File: config.mk
export PLATFORM = sky130hd
export DESIGN_NAME = grid_cell_code_encoder_unit_flat
export DESIGN_NICKNAME = d
export VERILOG_FILES = /design/src/hw/rtl/gcce_pkg.sv /design/src/hw/rtl/gcce_point_if.sv /design/src/hw/rtl/gcce_code_if.sv /design/src/hw/rtl/gcce_cfg_regs.sv /design/src/hw/rtl/gcce_index_unit.sv /design/src/hw/rtl/gcce_digit_lane.sv /design/src/hw/rtl/grid_cell_code_encoder_unit.sv /design/src/flat_wrapper.sv
export SDC_FILE = /design/constraint.sdc
export NUM_CORES = 2
export LEC_CHECK = 0
export ABC_AREA = 1
export BUFFER_PORTS_ARGS = -buffer_cell sky130_fd_sc_hd__buf_2
export CAP_MARGIN = 10
export CORE_MARGIN = 4
export CORE_UTILIZATION = 60
export CTS_CLUSTER_DIAMETER = 120
export DETAILED_ROUTE_END_ITERATION = 8
export PLACE_DENSITY = 0.78
export SLEW_MARGIN = 20
export SYNTH_ARGS = -nofsm -noshare
export SYNTH_HDL_FRONTEND = slang
export SYNTH_HIERARCHICAL = 1
export SYNTH_SLANG_ARGS = --single-unit
File: constraint.sdc
create_clock -name clk -period 10.3 [get_ports clk]
set_input_delay 1.03 -clock clk [delete_from_list [all_inputs] [get_ports clk]]
set_output_delay 1.03 -clock clk [all_outputs]
set_load 0.01 [all_outputs]
File: src/hw/rtl/gcce_pkg.sv
`default_nettype none
// ----------------------------------------------------------------------------
// Grid cell code encoder package
// Field widths, register layout, error codes and the constant tables of the
// mixed-radix grid code.
// ----------------------------------------------------------------------------
package gcce_pkg;

  // Field widths of the input and result transactions.
  localparam int COORD_W  = 33;
  localparam int LEVEL_W  = 5;
  localparam int CHAR_W   = 8;
  localparam int POS_W    = 4;
  localparam int ERR_W    = 2;

  // Configuration register widths and the bus layout.
  localparam int ORIGIN_W = 34;
  localparam int SCALE_W  = 36;
  localparam int DATA_W   = 64;
  localparam int ADDR_W   = 5;

  // Arithmetic widths: a positive offset fits 34 bits, the cell index 26 bits.
  localparam int DIFF_W   = 34;
  localparam int INDEX_W  = 26;
  localparam int PROD_W   = DIFF_W + SCALE_W;
  localparam int FRAC_SH  = 40;
  localparam int DIGIT_W  = 3;

  localparam int GRID_DIGITS = 15;
  localparam int MAX_LEVEL   = 15;

  localparam logic [INDEX_W-1:0] INDEX_LIMIT = 26'd49999999;

  // Accepted coordinate range, degrees with 24 fraction bits.
  localparam logic signed [COORD_W:0] LON_BOUND = 34'sd3019898880;
  localparam logic signed [COORD_W:0] LAT_BOUND = 34'sd1509949440;

  // Register reset values.
  localparam logic signed [ORIGIN_W-1:0] LON_ORIGIN_RST = -34'sd3623878656;
  localparam logic signed [ORIGIN_W-1:0] LAT_ORIGIN_RST = -34'sd2063597568;
  localparam logic [SCALE_W-1:0]         SCALE_RST      = 36'd7298018963;

  typedef enum logic [ERR_W-1:0] {
    ERR_NONE  = 2'd0,
    ERR_LON   = 2'd1,
    ERR_LAT   = 2'd2,
    ERR_LEVEL = 2'd3
  } err_code_t;

  typedef enum logic [1:0] {
    REG_LON_ORIGIN = 2'd0,
    REG_LAT_ORIGIN = 2'd1,
    REG_LON_SCALE  = 2'd2,
    REG_LAT_SCALE  = 2'd3
  } reg_idx_t;

  // Configuration as seen by the datapath.
  typedef struct packed {
    logic signed [ORIGIN_W-1:0] lon_origin;
    logic signed [ORIGIN_W-1:0] lat_origin;
    logic [SCALE_W-1:0]         lon_scale;
    logic [SCALE_W-1:0]         lat_scale;
  } cfg_t;

  // Place value of digit pos: the product of all radices after it.
  function automatic logic [INDEX_W-1:0] grid_weight(input logic [POS_W-1:0] pos);
    logic [INDEX_W-1:0] w;
    case (pos)
      4'd0:    w = 26'd10000000;
      4'd1:    w = 26'd5000000;
      4'd2:    w = 26'd1000000;
      4'd3:    w = 26'd500000;
      4'd4:    w = 26'd100000;
      4'd5:    w = 26'd50000;
      4'd6:    w = 26'd10000;
      4'd7:    w = 26'd5000;
      4'd8:    w = 26'd1000;
      4'd9:    w = 26'd500;
      4'd10:   w = 26'd100;
      4'd11:   w = 26'd50;
      4'd12:   w = 26'd10;
      4'd13:   w = 26'd5;
      4'd14:   w = 26'd1;
      default: w = 26'd1;
    endcase
    return w;
  endfunction

  // The 25-letter code alphabet, row-major by latitude digit then longitude digit.
  function automatic logic [CHAR_W-1:0] code_letter(input logic [4:0] sel);
    logic [CHAR_W-1:0] c;
    case (sel)
      5'd0:    c = 8'h32;
      5'd1:    c = 8'h33;
      5'd2:    c = 8'h34;
      5'd3:    c = 8'h35;
      5'd4:    c = 8'h36;
      5'd5:    c = 8'h37;
      5'd6:    c = 8'h38;
      5'd7:    c = 8'h39;
      5'd8:    c = 8'h43;
      5'd9:    c = 8'h45;
      5'd10:   c = 8'h46;
      5'd11:   c = 8'h47;
      5'd12:   c = 8'h48;
      5'd13:   c = 8'h4A;
      5'd14:   c = 8'h4C;
      5'd15:   c = 8'h4D;
      5'd16:   c = 8'h4E;
      5'd17:   c = 8'h50;
      5'd18:   c = 8'h51;
      5'd19:   c = 8'h52;
      5'd20:   c = 8'h54;
      5'd21:   c = 8'h56;
      5'd22:   c = 8'h57;
      5'd23:   c = 8'h58;
      5'd24:   c = 8'h59;
      default: c = 8'h00;
    endcase
    return c;
  endfunction

endpackage
`default_nettype wire

File: src/hw/rtl/gcce_point_if.sv
`default_nettype none
// ----------------------------------------------------------------------------
// Point channel
// Valid/ready channel that carries one coordinate pair and a code level.
// ----------------------------------------------------------------------------
interface gcce_point_if;
  import gcce_pkg::*;

  logic                      valid;
  logic                      ready;
  logic signed [COORD_W-1:0] longitude;
  logic signed [COORD_W-1:0] latitude;
  logic [LEVEL_W-1:0]        level;

  modport source (output valid, output longitude, output latitude, output level,
                  input ready);
  modport sink   (input valid, input longitude, input latitude, input level,
                  output ready);
endinterface
`default_nettype wire

File: src/hw/rtl/gcce_code_if.sv
`default_nettype none
// ----------------------------------------------------------------------------
// Code channel
// Valid/ready channel that carries one code character per transaction.
// ----------------------------------------------------------------------------
interface gcce_code_if;
  import gcce_pkg::*;

  logic              valid;
  logic              ready;
  logic [CHAR_W-1:0] code_char;
  logic [POS_W-1:0]  char_position;
  logic [ERR_W-1:0]  error_code;
  logic              last;

  modport source (output valid, output code_char, output char_position,
                  output error_code, output last, input ready);
  modport sink   (input valid, input code_char, input char_position,
                  input error_code, input last, output ready);
endinterface
`default_nettype wire

File: src/hw/rtl/gcce_cfg_regs.sv
`default_nettype none
// ----------------------------------------------------------------------------
// Configuration registers
// APB-style register file holding the grid origins and cell scales.
// ----------------------------------------------------------------------------
module gcce_cfg_regs (
  input  wire logic                      clk,
  input  wire logic                      rst,
  input  wire logic                      psel,
  input  wire logic                      penable,
  input  wire logic                      pwrite,
  input  wire logic [gcce_pkg::ADDR_W-1:0] paddr,
  input  wire logic [gcce_pkg::DATA_W-1:0] pwdata,
  output logic [gcce_pkg::DATA_W-1:0]      prdata,
  output logic                           pready,
  output gcce_pkg::cfg_t                 cfg
);
  import gcce_pkg::*;

  reg_idx_t idx;
  logic     wr_en;

  // Registers sit on 8-byte boundaries.
  assign idx    = reg_idx_t'(paddr[ADDR_W-1:3]);
  assign wr_en  = psel && penable && pwrite && pready;
  assign pready = 1'b1;

  always_ff @(posedge clk) begin
    if (rst) begin
      cfg.lon_origin <= LON_ORIGIN_RST;
      cfg.lat_origin <= LAT_ORIGIN_RST;
      cfg.lon_scale  <= SCALE_RST;
      cfg.lat_scale  <= SCALE_RST;
    end else if (wr_en) begin
      case (idx)
        REG_LON_ORIGIN: cfg.lon_origin <= pwdata[ORIGIN_W-1:0];
        REG_LAT_ORIGIN: cfg.lat_origin <= pwdata[ORIGIN_W-1:0];
        REG_LON_SCALE:  cfg.lon_scale  <= pwdata[SCALE_W-1:0];
        REG_LAT_SCALE:  cfg.lat_scale  <= pwdata[SCALE_W-1:0];
        default: ;
      endcase
    end
  end

  // Read data is the raw register bits, zero-extended.
  always_comb begin
    case (idx)
      REG_LON_ORIGIN: prdata = {{(DATA_W-ORIGIN_W){1'b0}}, cfg.lon_origin};
      REG_LAT_ORIGIN: prdata = {{(DATA_W-ORIGIN_W){1'b0}}, cfg.lat_origin};
      REG_LON_SCALE:  prdata = {{(DATA_W-SCALE_W){1'b0}}, cfg.lon_scale};
      REG_LAT_SCALE:  prdata = {{(DATA_W-SCALE_W){1'b0}}, cfg.lat_scale};
      default:        prdata = '0;
    endcase
  end

endmodule
`default_nettype wire

File: src/hw/rtl/gcce_index_unit.sv
`default_nettype none
// ----------------------------------------------------------------------------
// Cell index unit
// Computes floor((coord - origin) * scale / 2^40) for both coordinates with
// one shared 17x18 multiplier, four partial products per coordinate.
// ----------------------------------------------------------------------------
module gcce_index_unit (
  input  wire logic                              clk,
  input  wire logic                              rst,
  input  wire logic                              start,
  input  wire logic signed [gcce_pkg::COORD_W-1:0] lon,
  input  wire logic signed [gcce_pkg::COORD_W-1:0] lat,
  input  wire gcce_pkg::cfg_t                    cfg,
  output logic [gcce_pkg::INDEX_W-1:0]           x_index,
  output logic [gcce_pkg::INDEX_W-1:0]           y_index,
  output logic                                   done
);
  import gcce_pkg::*;

  localparam int D_LO_W = DIFF_W / 2;
  localparam int D_HI_W = DIFF_W - D_LO_W;
  localparam int S_LO_W = SCALE_W / 2;
  localparam int S_HI_W = SCALE_W - S_LO_W;
  localparam int A_W    = (D_LO_W > D_HI_W) ? D_LO_W : D_HI_W;
  localparam int B_W    = (S_LO_W > S_HI_W) ? S_LO_W : S_HI_W;
  localparam int P_W    = A_W + B_W;
  localparam int Q_W    = PROD_W - FRAC_SH;

  logic [DIFF_W:0]   lon_diff, lat_diff;
  logic [DIFF_W-1:0] d_lon, d_lat, d_sel;
  logic [SCALE_W-1:0] s_sel;
  logic [A_W-1:0]    mul_a;
  logic [B_W-1:0]    mul_b;
  logic              issue;
  logic [2:0]        cnt;
  logic [P_W-1:0]    prod;
  logic [2:0]        prod_k;
  logic              prod_v;
  logic [PROD_W-1:0] acc;
  logic [PROD_W-1:0] prod_sh, sum;
  logic [Q_W-1:0]    quot;
  logic [INDEX_W-1:0] idx_sat;

  // Offsets from the grid origin; anything west or south of it counts as zero.
  assign lon_diff = {{(DIFF_W+1-COORD_W){lon[COORD_W-1]}}, lon}
                  - {cfg.lon_origin[ORIGIN_W-1], cfg.lon_origin};
  assign lat_diff = {{(DIFF_W+1-COORD_W){lat[COORD_W-1]}}, lat}
                  - {cfg.lat_origin[ORIGIN_W-1], cfg.lat_origin};

  // Operand selection: cnt[2] picks the coordinate, cnt[1] the offset half,
  // cnt[0] the scale half.
  assign d_sel = cnt[2] ? d_lat : d_lon;
  assign s_sel = cnt[2] ? cfg.lat_scale : cfg.lon_scale;
  assign mul_a = cnt[1] ? A_W'(d_sel[DIFF_W-1:D_LO_W]) : A_W'(d_sel[D_LO_W-1:0]);
  assign mul_b = cnt[0] ? B_W'(s_sel[SCALE_W-1:S_LO_W]) : B_W'(s_sel[S_LO_W-1:0]);

  // Align the registered partial product and add it to the running sum.
  always_comb begin
    prod_sh = PROD_W'(prod);
    case (prod_k[1:0])
      2'd0:    prod_sh = PROD_W'(prod);
      2'd1:    prod_sh = PROD_W'(prod) << S_LO_W;
      2'd2:    prod_sh = PROD_W'(prod) << D_LO_W;
      2'd3:    prod_sh = PROD_W'(prod) << (D_LO_W + S_LO_W);
      default: prod_sh = PROD_W'(prod);
    endcase
    sum     = ((prod_k[1:0] == 2'd0) ? '0 : acc) + prod_sh;
    quot    = sum[PROD_W-1:FRAC_SH];
    idx_sat = (quot > Q_W'(INDEX_LIMIT)) ? INDEX_LIMIT : quot[INDEX_W-1:0];
  end

  always_ff @(posedge clk) begin
    if (rst) begin
      issue  <= 1'b0;
      cnt    <= '0;
      prod_v <= 1'b0;
      done   <= 1'b0;
    end else begin
      done <= 1'b0;
      if (start) begin
        issue <= 1'b1;
        cnt   <= '0;
        d_lon <= (!lon_diff[DIFF_W] && (|lon_diff[DIFF_W-1:0])) ? lon_diff[DIFF_W-1:0] : '0;
        d_lat <= (!lat_diff[DIFF_W] && (|lat_diff[DIFF_W-1:0])) ? lat_diff[DIFF_W-1:0] : '0;
      end else if (issue) begin
        cnt <= cnt + 3'd1;
        if (cnt == 3'd7) begin
          issue <= 1'b0;
        end
      end

      // Multiply stage.
      prod_v <= issue && !start;
      prod   <= mul_a * mul_b;
      prod_k <= cnt;

      // Accumulate stage; the fourth product of a coordinate closes its index.
      if (prod_v) begin
        acc <= sum;
        if (prod_k[1:0] == 2'd3) begin
          if (prod_k[2]) begin
            y_index <= idx_sat;
            done    <= 1'b1;
          end else begin
            x_index <= idx_sat;
          end
        end
      end
    end
  end

endmodule
`default_nettype wire

File: src/hw/rtl/gcce_digit_lane.sv
`default_nettype none
// ----------------------------------------------------------------------------
// Digit lane
// Splits a cell index into mixed-radix digits, most significant first, one
// digit per step by comparing the remainder against the digit's place value.
// ----------------------------------------------------------------------------
module gcce_digit_lane (
  input  wire logic                          clk,
  input  wire logic                          load,
  input  wire logic [gcce_pkg::INDEX_W-1:0]  value,
  input  wire logic                          step,
  input  wire logic [gcce_pkg::POS_W-1:0]    pos,
  output logic [gcce_pkg::DIGIT_W-1:0]       digit
);
  import gcce_pkg::*;

  logic [INDEX_W-1:0] rem;
  logic [INDEX_W-1:0] w1, w2, w3, w4, sub;

  // Multiples of the place value; the remainder always stays below radix * w.
  assign w1 = grid_weight(pos);
  assign w2 = w1 << 1;
  assign w3 = w1 + w2;
  assign w4 = w1 << 2;

  always_comb begin
    // Even positions have radix 5, odd positions radix 2.
    if (!pos[0]) begin
      if (rem >= w4)      digit = 3'd4;
      else if (rem >= w3) digit = 3'd3;
      else if (rem >= w2) digit = 3'd2;
      else if (rem >= w1) digit = 3'd1;
      else                digit = 3'd0;
    end else begin
      digit = (rem >= w1) ? 3'd1 : 3'd0;
    end
    case (digit)
      3'd1:    sub = w1;
      3'd2:    sub = w2;
      3'd3:    sub = w3;
      3'd4:    sub = w4;
      default: sub = '0;
    endcase
  end

  always_ff @(posedge clk) begin
    if (load) begin
      rem <= value;
    end else if (step) begin
      rem <= rem - sub;
    end
  end

endmodule
`default_nettype wire

File: src/hw/rtl/grid_cell_code_encoder_unit.sv
`default_nettype none
// ----------------------------------------------------------------------------
// Grid cell code encoder
// Turns a longitude/latitude point into a hierarchical grid code of up to
// fifteen characters, one character per result transaction.
// ----------------------------------------------------------------------------
// An item is accepted, the origin offsets are formed, the partial products pass
// through the shared 17x18 multiplier (four partial products per coordinate)
// and are accumulated, and the indices are handed to the digit lanes; then
// one code character per cycle while the result channel takes them. An
// item that fails a range check skips the index unit and gives a single result.
// The point channel is ready only between items; the next item may be taken
// while the last character still waits in the output register. No clearing
// pass is needed after reset.
module grid_cell_code_encoder_unit (
  input  wire logic                        clk,
  input  wire logic                        rst,
  gcce_point_if.sink                       point,
  gcce_code_if.source                      code,
  input  wire logic                        psel,
  input  wire logic                        penable,
  input  wire logic                        pwrite,
  input  wire logic [gcce_pkg::ADDR_W-1:0] paddr,
  input  wire logic [gcce_pkg::DATA_W-1:0] pwdata,
  output logic [gcce_pkg::DATA_W-1:0]      prdata,
  output logic                             pready
);
  import gcce_pkg::*;

  typedef enum logic [1:0] {
    S_IDLE,
    S_ERROR,
    S_INDEX,
    S_EMIT
  } state_t;

  state_t                state;
  cfg_t                  cfg;
  logic signed [COORD_W-1:0] lon_q, lat_q;
  logic [LEVEL_W-1:0]    level_q;
  err_code_t             err_q, err_in;
  logic [POS_W-1:0]      pos;
  logic                  start;
  logic                  idx_done;
  logic [INDEX_W-1:0]    x_index, y_index;
  logic [DIGIT_W-1:0]    dx, dy;
  logic                  accept, out_free, lane_load, lane_step, pos_last;
  logic signed [COORD_W:0] lon_ext, lat_ext;
  logic [4:0]            sel;

  gcce_cfg_regs u_regs (
    .clk     (clk),
    .rst     (rst),
    .psel    (psel),
    .penable (penable),
    .pwrite  (pwrite),
    .paddr   (paddr),
    .pwdata  (pwdata),
    .prdata  (prdata),
    .pready  (pready),
    .cfg     (cfg)
  );

  gcce_index_unit u_index (
    .clk     (clk),
    .rst     (rst),
    .start   (start),
    .lon     (lon_q),
    .lat     (lat_q),
    .cfg     (cfg),
    .x_index (x_index),
    .y_index (y_index),
    .done    (idx_done)
  );

  gcce_digit_lane u_lane_x (
    .clk   (clk),
    .load  (lane_load),
    .value (x_index),
    .step  (lane_step),
    .pos   (pos),
    .digit (dx)
  );

  gcce_digit_lane u_lane_y (
    .clk   (clk),
    .load  (lane_load),
    .value (y_index),
    .step  (lane_step),
    .pos   (pos),
    .digit (dy)
  );

  // Range checks, in order longitude, latitude, level.
  assign lon_ext = {point.longitude[COORD_W-1], point.longitude};
  assign lat_ext = {point.latitude[COORD_W-1], point.latitude};

  always_comb begin
    if (lon_ext < -LON_BOUND || lon_ext > LON_BOUND) begin
      err_in = ERR_LON;
    end else if (lat_ext < -LAT_BOUND || lat_ext > LAT_BOUND) begin
      err_in = ERR_LAT;
    end else if (point.level == '0 || point.level > LEVEL_W'(MAX_LEVEL)) begin
      err_in = ERR_LEVEL;
    end else begin
      err_in = ERR_NONE;
    end
  end

  // Handshake and sequencing strobes.
  assign point.ready = (state == S_IDLE);
  assign accept      = point.valid && point.ready;
  assign out_free    = !code.valid || code.ready;
  assign lane_load   = (state == S_INDEX) && idx_done;
  assign lane_step   = (state == S_EMIT) && out_free;
  assign pos_last    = ({1'b0, pos} == (level_q - LEVEL_W'(1)));
  assign sel         = 5'({dy, 2'b00}) + 5'(dy) + 5'(dx);

  // Sequencer and output register.
  always_ff @(posedge clk) begin
    if (rst) begin
      state      <= S_IDLE;
      start      <= 1'b0;
      code.valid <= 1'b0;
    end else begin
      start <= 1'b0;
      if (code.ready) begin
        code.valid <= 1'b0;
      end
      case (state)
        S_IDLE: begin
          if (accept) begin
            lon_q   <= point.longitude;
            lat_q   <= point.latitude;
            level_q <= point.level;
            err_q   <= err_in;
            if (err_in != ERR_NONE) begin
              state <= S_ERROR;
            end else begin
              start <= 1'b1;
              state <= S_INDEX;
            end
          end
        end
        S_ERROR: begin
          if (out_free) begin
            code.valid         <= 1'b1;
            code.code_char     <= '0;
            code.char_position <= '0;
            code.error_code    <= err_q;
            code.last          <= 1'b1;
            state              <= S_IDLE;
          end
        end
        S_INDEX: begin
          if (idx_done) begin
            pos   <= '0;
            state <= S_EMIT;
          end
        end
        S_EMIT: begin
          if (out_free) begin
            code.valid         <= 1'b1;
            code.code_char     <= code_letter(sel);
            code.char_position <= pos;
            code.error_code    <= ERR_NONE;
            code.last          <= pos_last;
            pos                <= pos + POS_W'(1);
            if (pos_last) begin
              state <= S_IDLE;
            end
          end
        end
        default: state <= S_IDLE;
      endcase
    end
  end

endmodule
`default_nettype wire
File: src/flat_wrapper.sv
// flat-port wrapper written by rule: the top's interface ports become plain ports
module grid_cell_code_encoder_unit_flat import gcce_pkg::*;
  (clk, rst, psel, penable, pwrite, paddr, pwdata, prdata, pready, point_valid, point_longitude, point_latitude, point_level, point_ready, code_valid, code_code_char, code_char_position, code_error_code, code_last, code_ready);
  gcce_point_if point_i ();
  gcce_code_if code_i ();
  input  wire logic clk;
  input  wire logic rst;
  input  wire logic psel;
  input  wire logic penable;
  input  wire logic pwrite;
  input  wire logic [gcce_pkg::ADDR_W-1:0] paddr;
  input  wire logic [gcce_pkg::DATA_W-1:0] pwdata;
  output logic [gcce_pkg::DATA_W-1:0] prdata;
  output logic pready;
  input wire logic [$bits(point_i.valid)-1:0] point_valid;
  input wire logic [$bits(point_i.longitude)-1:0] point_longitude;
  input wire logic [$bits(point_i.latitude)-1:0] point_latitude;
  input wire logic [$bits(point_i.level)-1:0] point_level;
  output wire logic [$bits(point_i.ready)-1:0] point_ready;
  output wire logic [$bits(code_i.valid)-1:0] code_valid;
  output wire logic [$bits(code_i.code_char)-1:0] code_code_char;
  output wire logic [$bits(code_i.char_position)-1:0] code_char_position;
  output wire logic [$bits(code_i.error_code)-1:0] code_error_code;
  output wire logic [$bits(code_i.last)-1:0] code_last;
  input wire logic [$bits(code_i.ready)-1:0] code_ready;
  assign point_i.valid = point_valid;
  assign point_i.longitude = point_longitude;
  assign point_i.latitude = point_latitude;
  assign point_i.level = point_level;
  assign point_ready = point_i.ready;
  assign code_valid = code_i.valid;
  assign code_code_char = code_i.code_char;
  assign code_char_position = code_i.char_position;
  assign code_error_code = code_i.error_code;
  assign code_last = code_i.last;
  assign code_i.ready = code_ready;
  grid_cell_code_encoder_unit u_core (.clk(clk), .rst(rst), .point(point_i), .code(code_i), .psel(psel), .penable(penable), .pwrite(pwrite), .paddr(paddr), .pwdata(pwdata), .prdata(prdata), .pready(pready));
endmodule
==> flow_summary.yaml <==
route:
  vias_per_cell: 5.69
  routed-wl-met2_mm: 83.4
  wl_per_cell_um: 19.4
  drtIter0Drc: 5221
  routed-wl-met3_mm: 16.1
  vias: 53700
  drt-total-wl_mm: 183
  firstDrtPassIters: 6
  drtAntennaViolNets: 0
  wl_met1_mm: 68.3
  drc: 0
  top_layer: "met5"
floorplan:
  dieWidth_um: 313
  chipHeight_um: 313
  start_util: 0.606
  die_area_sq_um: 97700
  io_pins: 229
  row_count: 111
  core_sq_um: 91800
placed_design:
  gp_congestion: 1.02
  dp_hpwl_mm: 146
  place_ws_ns: 1.76
  io_buffers: 167
grt:
  antenna_found_initial: 6
  grt.overflow.total: 0
  first_global_vias: 50600
  grt_pass1_wl_mm: 279
  grt_max_degree: 85
  grt_use_total: 0.364
clock_tree:
  clock-sinks: 521
  insertion_delay_ns: 0.70
  post_cts_resized: 0
  hold_buffers: 0
  clock-root-buffer: "clkbuf_16"
  path_clk_slew_ns: 0.06
  post_cts_buffers: 0
  clockBufferDepth: 3
  cts-buffers-inserted: 60
  cts_tree: "done"
  htree_levels: 2
sta:
  min_period_ns: 8.77
  relSlewSlack: 0.213
  fmax_ghz: 0.114
  report.final.setup_viol: 0
  whs_ns: 0.474
  skew_ns: 0.0747
  fin_ws_ns: 1.53
  fin_tns_setup_ns: 0
  slew_violations: 0
  worstMarginPinSlew_ns: 1.18
  post-route-period-util: 0.851
  hold_viol: 0
  rsz0062_at_grt: "false"
synthesis:
  ys_warn_count: 6
  synth_area_sq_um: 55700
  syn_inst: 8025
  synth_ff_type: "edfxtp_1"
  synth_seq_area_share: 0.254
  ys_async_sr_fraction: 0
  synth_edf_count: 371
  synth-seq-cells: 521
  avgSynthCellArea_sq_um: 6.94
  ys_types: 66
final_layout:
  final_layout_size_suffix_gt1_frac: 0.0609
  synthToLayoutAreaGrowth_pct: 7.03
  fillers: 8373
  nNetsFinal: 9080
setup_path:
  cp_top_family: "simple AND/OR/NAND/NOR gates"
  crit_cells: 41
  ff2ff_path_depth: 41
  slowest_stage: "edfxtp_1"
  cpPeakStageDelay_ns: 0.74
  r2r_start: "u_core/pos[1]"
  crit_top_cell: "nand2_1"
  crit_path_start_kind: "flip-flop"
  critPathMaxFanout: 20
  crit_buf_inv: 5
  critPathKind: "reg2reg"
  worst_ep_required_time_ns: 10.68
  startpoint: "u_core/pos[1]"
  endpoint_kind: "flip-flop"
  critical_path_arrival_ns: 9.15
hold_path:
  hp-class: "reg2reg"
  hold-path-cell-count: 0
  hp-start: "u_core/u_index/cnt[1]"
power_and_ir_drop:
  leakagePower_uw: 0.0298
  fin_total_pwr_uw: 13400
  ir_drop_mv: 0.476
  power.density_nw_per_um2: 225
flow_run:
  max-cap-violations: 0
run_status:
  outcome: "completed"
==> metal layers <==
| metal | up-vias | GRT usage |
|---|---|---|
| met5 | - | 0.000494 |
| met4 | 4 | 0.251 |
| met3 | 597 | 0.0643 |
| met2 | 2592 | 0.600 |
| met1 | 24700 | 0.435 |
| li1 | 25800 | - |
==> through the flow <==
step | util | instances | instance area (sq um)
after global placement | 0.628 | 9313 | 57700
after global routing | 0.649 | 9426 | 59600
after CTS | 0.649 | 9425 | 59600
after floorplan | - | 8052 | 55800
after detailed placement | 0.628 | 9313 | 57700
final | 0.649 | 9427 | 59600
==> layout by cell type (no fill, tap or decap), drive strengths merged, types with 6 or more instances in the layout <==
cell type | synthesis | layout
o22ai | 21 | 21
clkbuf | 89 | 83
a21oi | 416 | 416
a21boi | 9 | 9
buf | 113 | 220
edfxtp | 371 | 371
and2 | 6 | 6
nor4 | 18 | 18
xor2 | 97 | 97
o21ai | 230 | 230
and3 | 9 | 9
ha | 553 | 553
nor3b | 8 | 8
or2 | 25 | 25
dfxtp | 150 | 150
nand3 | 461 | 461
nor2 | 1110 | 1110
a31oi | 22 | 22
nor3 | 84 | 84
nand2 | 2291 | 2291
clkinv | 9 | 28
a21o | 22 | 22
inv | 1318 | 1325
o21a | 14 | 14
o21bai | 39 | 39
o211ai | 11 | 11
fa | 248 | 248
a22oi | 6 | 6
a211oi | 7 | 7
nand3b | 45 | 45
nand4 | 88 | 88
conb | 3 | 30
a32oi | 35 | 35
xnor2 | 56 | 56
o221ai | 30 | 30
==> flip-flops by register name, summed over array words and instances, names as in the netlist, 3 cells and up <==
name and cells:
u_core/code.char_position 4, u_core/code.code_char 7, u_core/lat_q 33, u_core/level_q 5, u_core/lon_q 33, u_core/pos 4
u_core/u_index/acc 70, u_core/u_index/cnt 3, u_core/u_index/d_lat 34, u_core/u_index/d_lon 34, u_core/u_index/prod 35, u_core/u_index/prod_k 3
u_core/u_index/x_index 26, u_core/u_index/y_index 26, u_core/u_lane_x/rem 26, u_core/u_lane_y/rem 26, u_core/u_regs/cfg 140
==> where the power goes <==
part           internal (uW)  switching (uW)
registers               2780            98.8
clock network           1170             918
logic                   2950            5470
total                   6910            6480
==> cell usage after synthesis (8+ instances only) <==
cell type | count | area share
nand2_2 | 36 | 0.0040
nor2_1 | 1080 | 0.073
nor3b_1 | 8 | 0.0011
nand3_1 | 447 | 0.040
nand4_1 | 84 | 0.0094
xnor2_1 | 56 | 0.0088
nor4_1 | 17 | 0.0019
o21ai_1 | 14 | 0.0013
nor3_1 | 76 | 0.0068
edfxtp_1 | 371 | 0.20
buf_4 | 43 | 0.0058
xor2_1 | 95 | 0.015
buf_2 | 52 | 0.0047
nand3_2 | 11 | 0.0020
a21oi_1 | 408 | 0.037
clkbuf_1 | 89 | 0.0060
nand3b_1 | 43 | 0.0058
o21a_1 | 14 | 0.0019
a32oi_1 | 35 | 0.0055
ha_1 | 553 | 0.12
or2_2 | 24 | 0.0027
clkinv_1 | 9 | 0.00061
nor2_2 | 25 | 0.0028
o21bai_1 | 37 | 0.0050
a21oi_2 | 8 | 0.0013
inv_1 | 1292 | 0.087
inv_2 | 24 | 0.0016
a21boi_0 | 9 | 0.0012
fa_1 | 248 | 0.089
a31oi_1 | 22 | 0.0025
dfxtp_1 | 150 | 0.054
and3_1 | 9 | 0.0010
o22ai_1 | 21 | 0.0024
o211ai_1 | 11 | 0.0015
o21ai_0 | 207 | 0.019
nand2_1 | 2255 | 0.15
a21o_1 | 22 | 0.0030
o221ai_1 | 30 | 0.0047
buf_1 | 14 | 0.00094
==> area by class of cell <==
type / count / area (sq um) / share of cell area
clock buffer: 83 / 1690 / 0.0284
timing repair buffer: 220 / 1230 / 0.0207
tap: 1243 / 1560 / 0.0261
sequential: 521 / 14100 / 0.237
clock inverter: 29 / 230 / 0.00386
antenna: 2 / 5.00 / 0.0000840
multi-input combinational: 6002 / 35700 / 0.600
inverter: 1327 / 4990 / 0.0837
==> cells by family after synthesis <==
group / Yosys count / synth area share
compound gates: 873 / 0.0910
xor+xnor: 153 / 0.0243
fa+ha+maj: 801 / 0.213
buf+inv: 1529 / 0.108
flops: 521 / 0.254
other cells: 3 / 0.000202
simple gates: 4145 / 0.309
==> worst paths after layout <==
path                              end  slack, ns
max           u_core/u_lane_x/rem[17]       1.53
min          u_core/u_index/prod_k[1]       0.47
max reg2reg   u_core/u_lane_x/rem[17]       1.53
min reg2reg  u_core/u_index/prod_k[1]       0.47
Note: power is estimated with default switching activity, not from simulation.
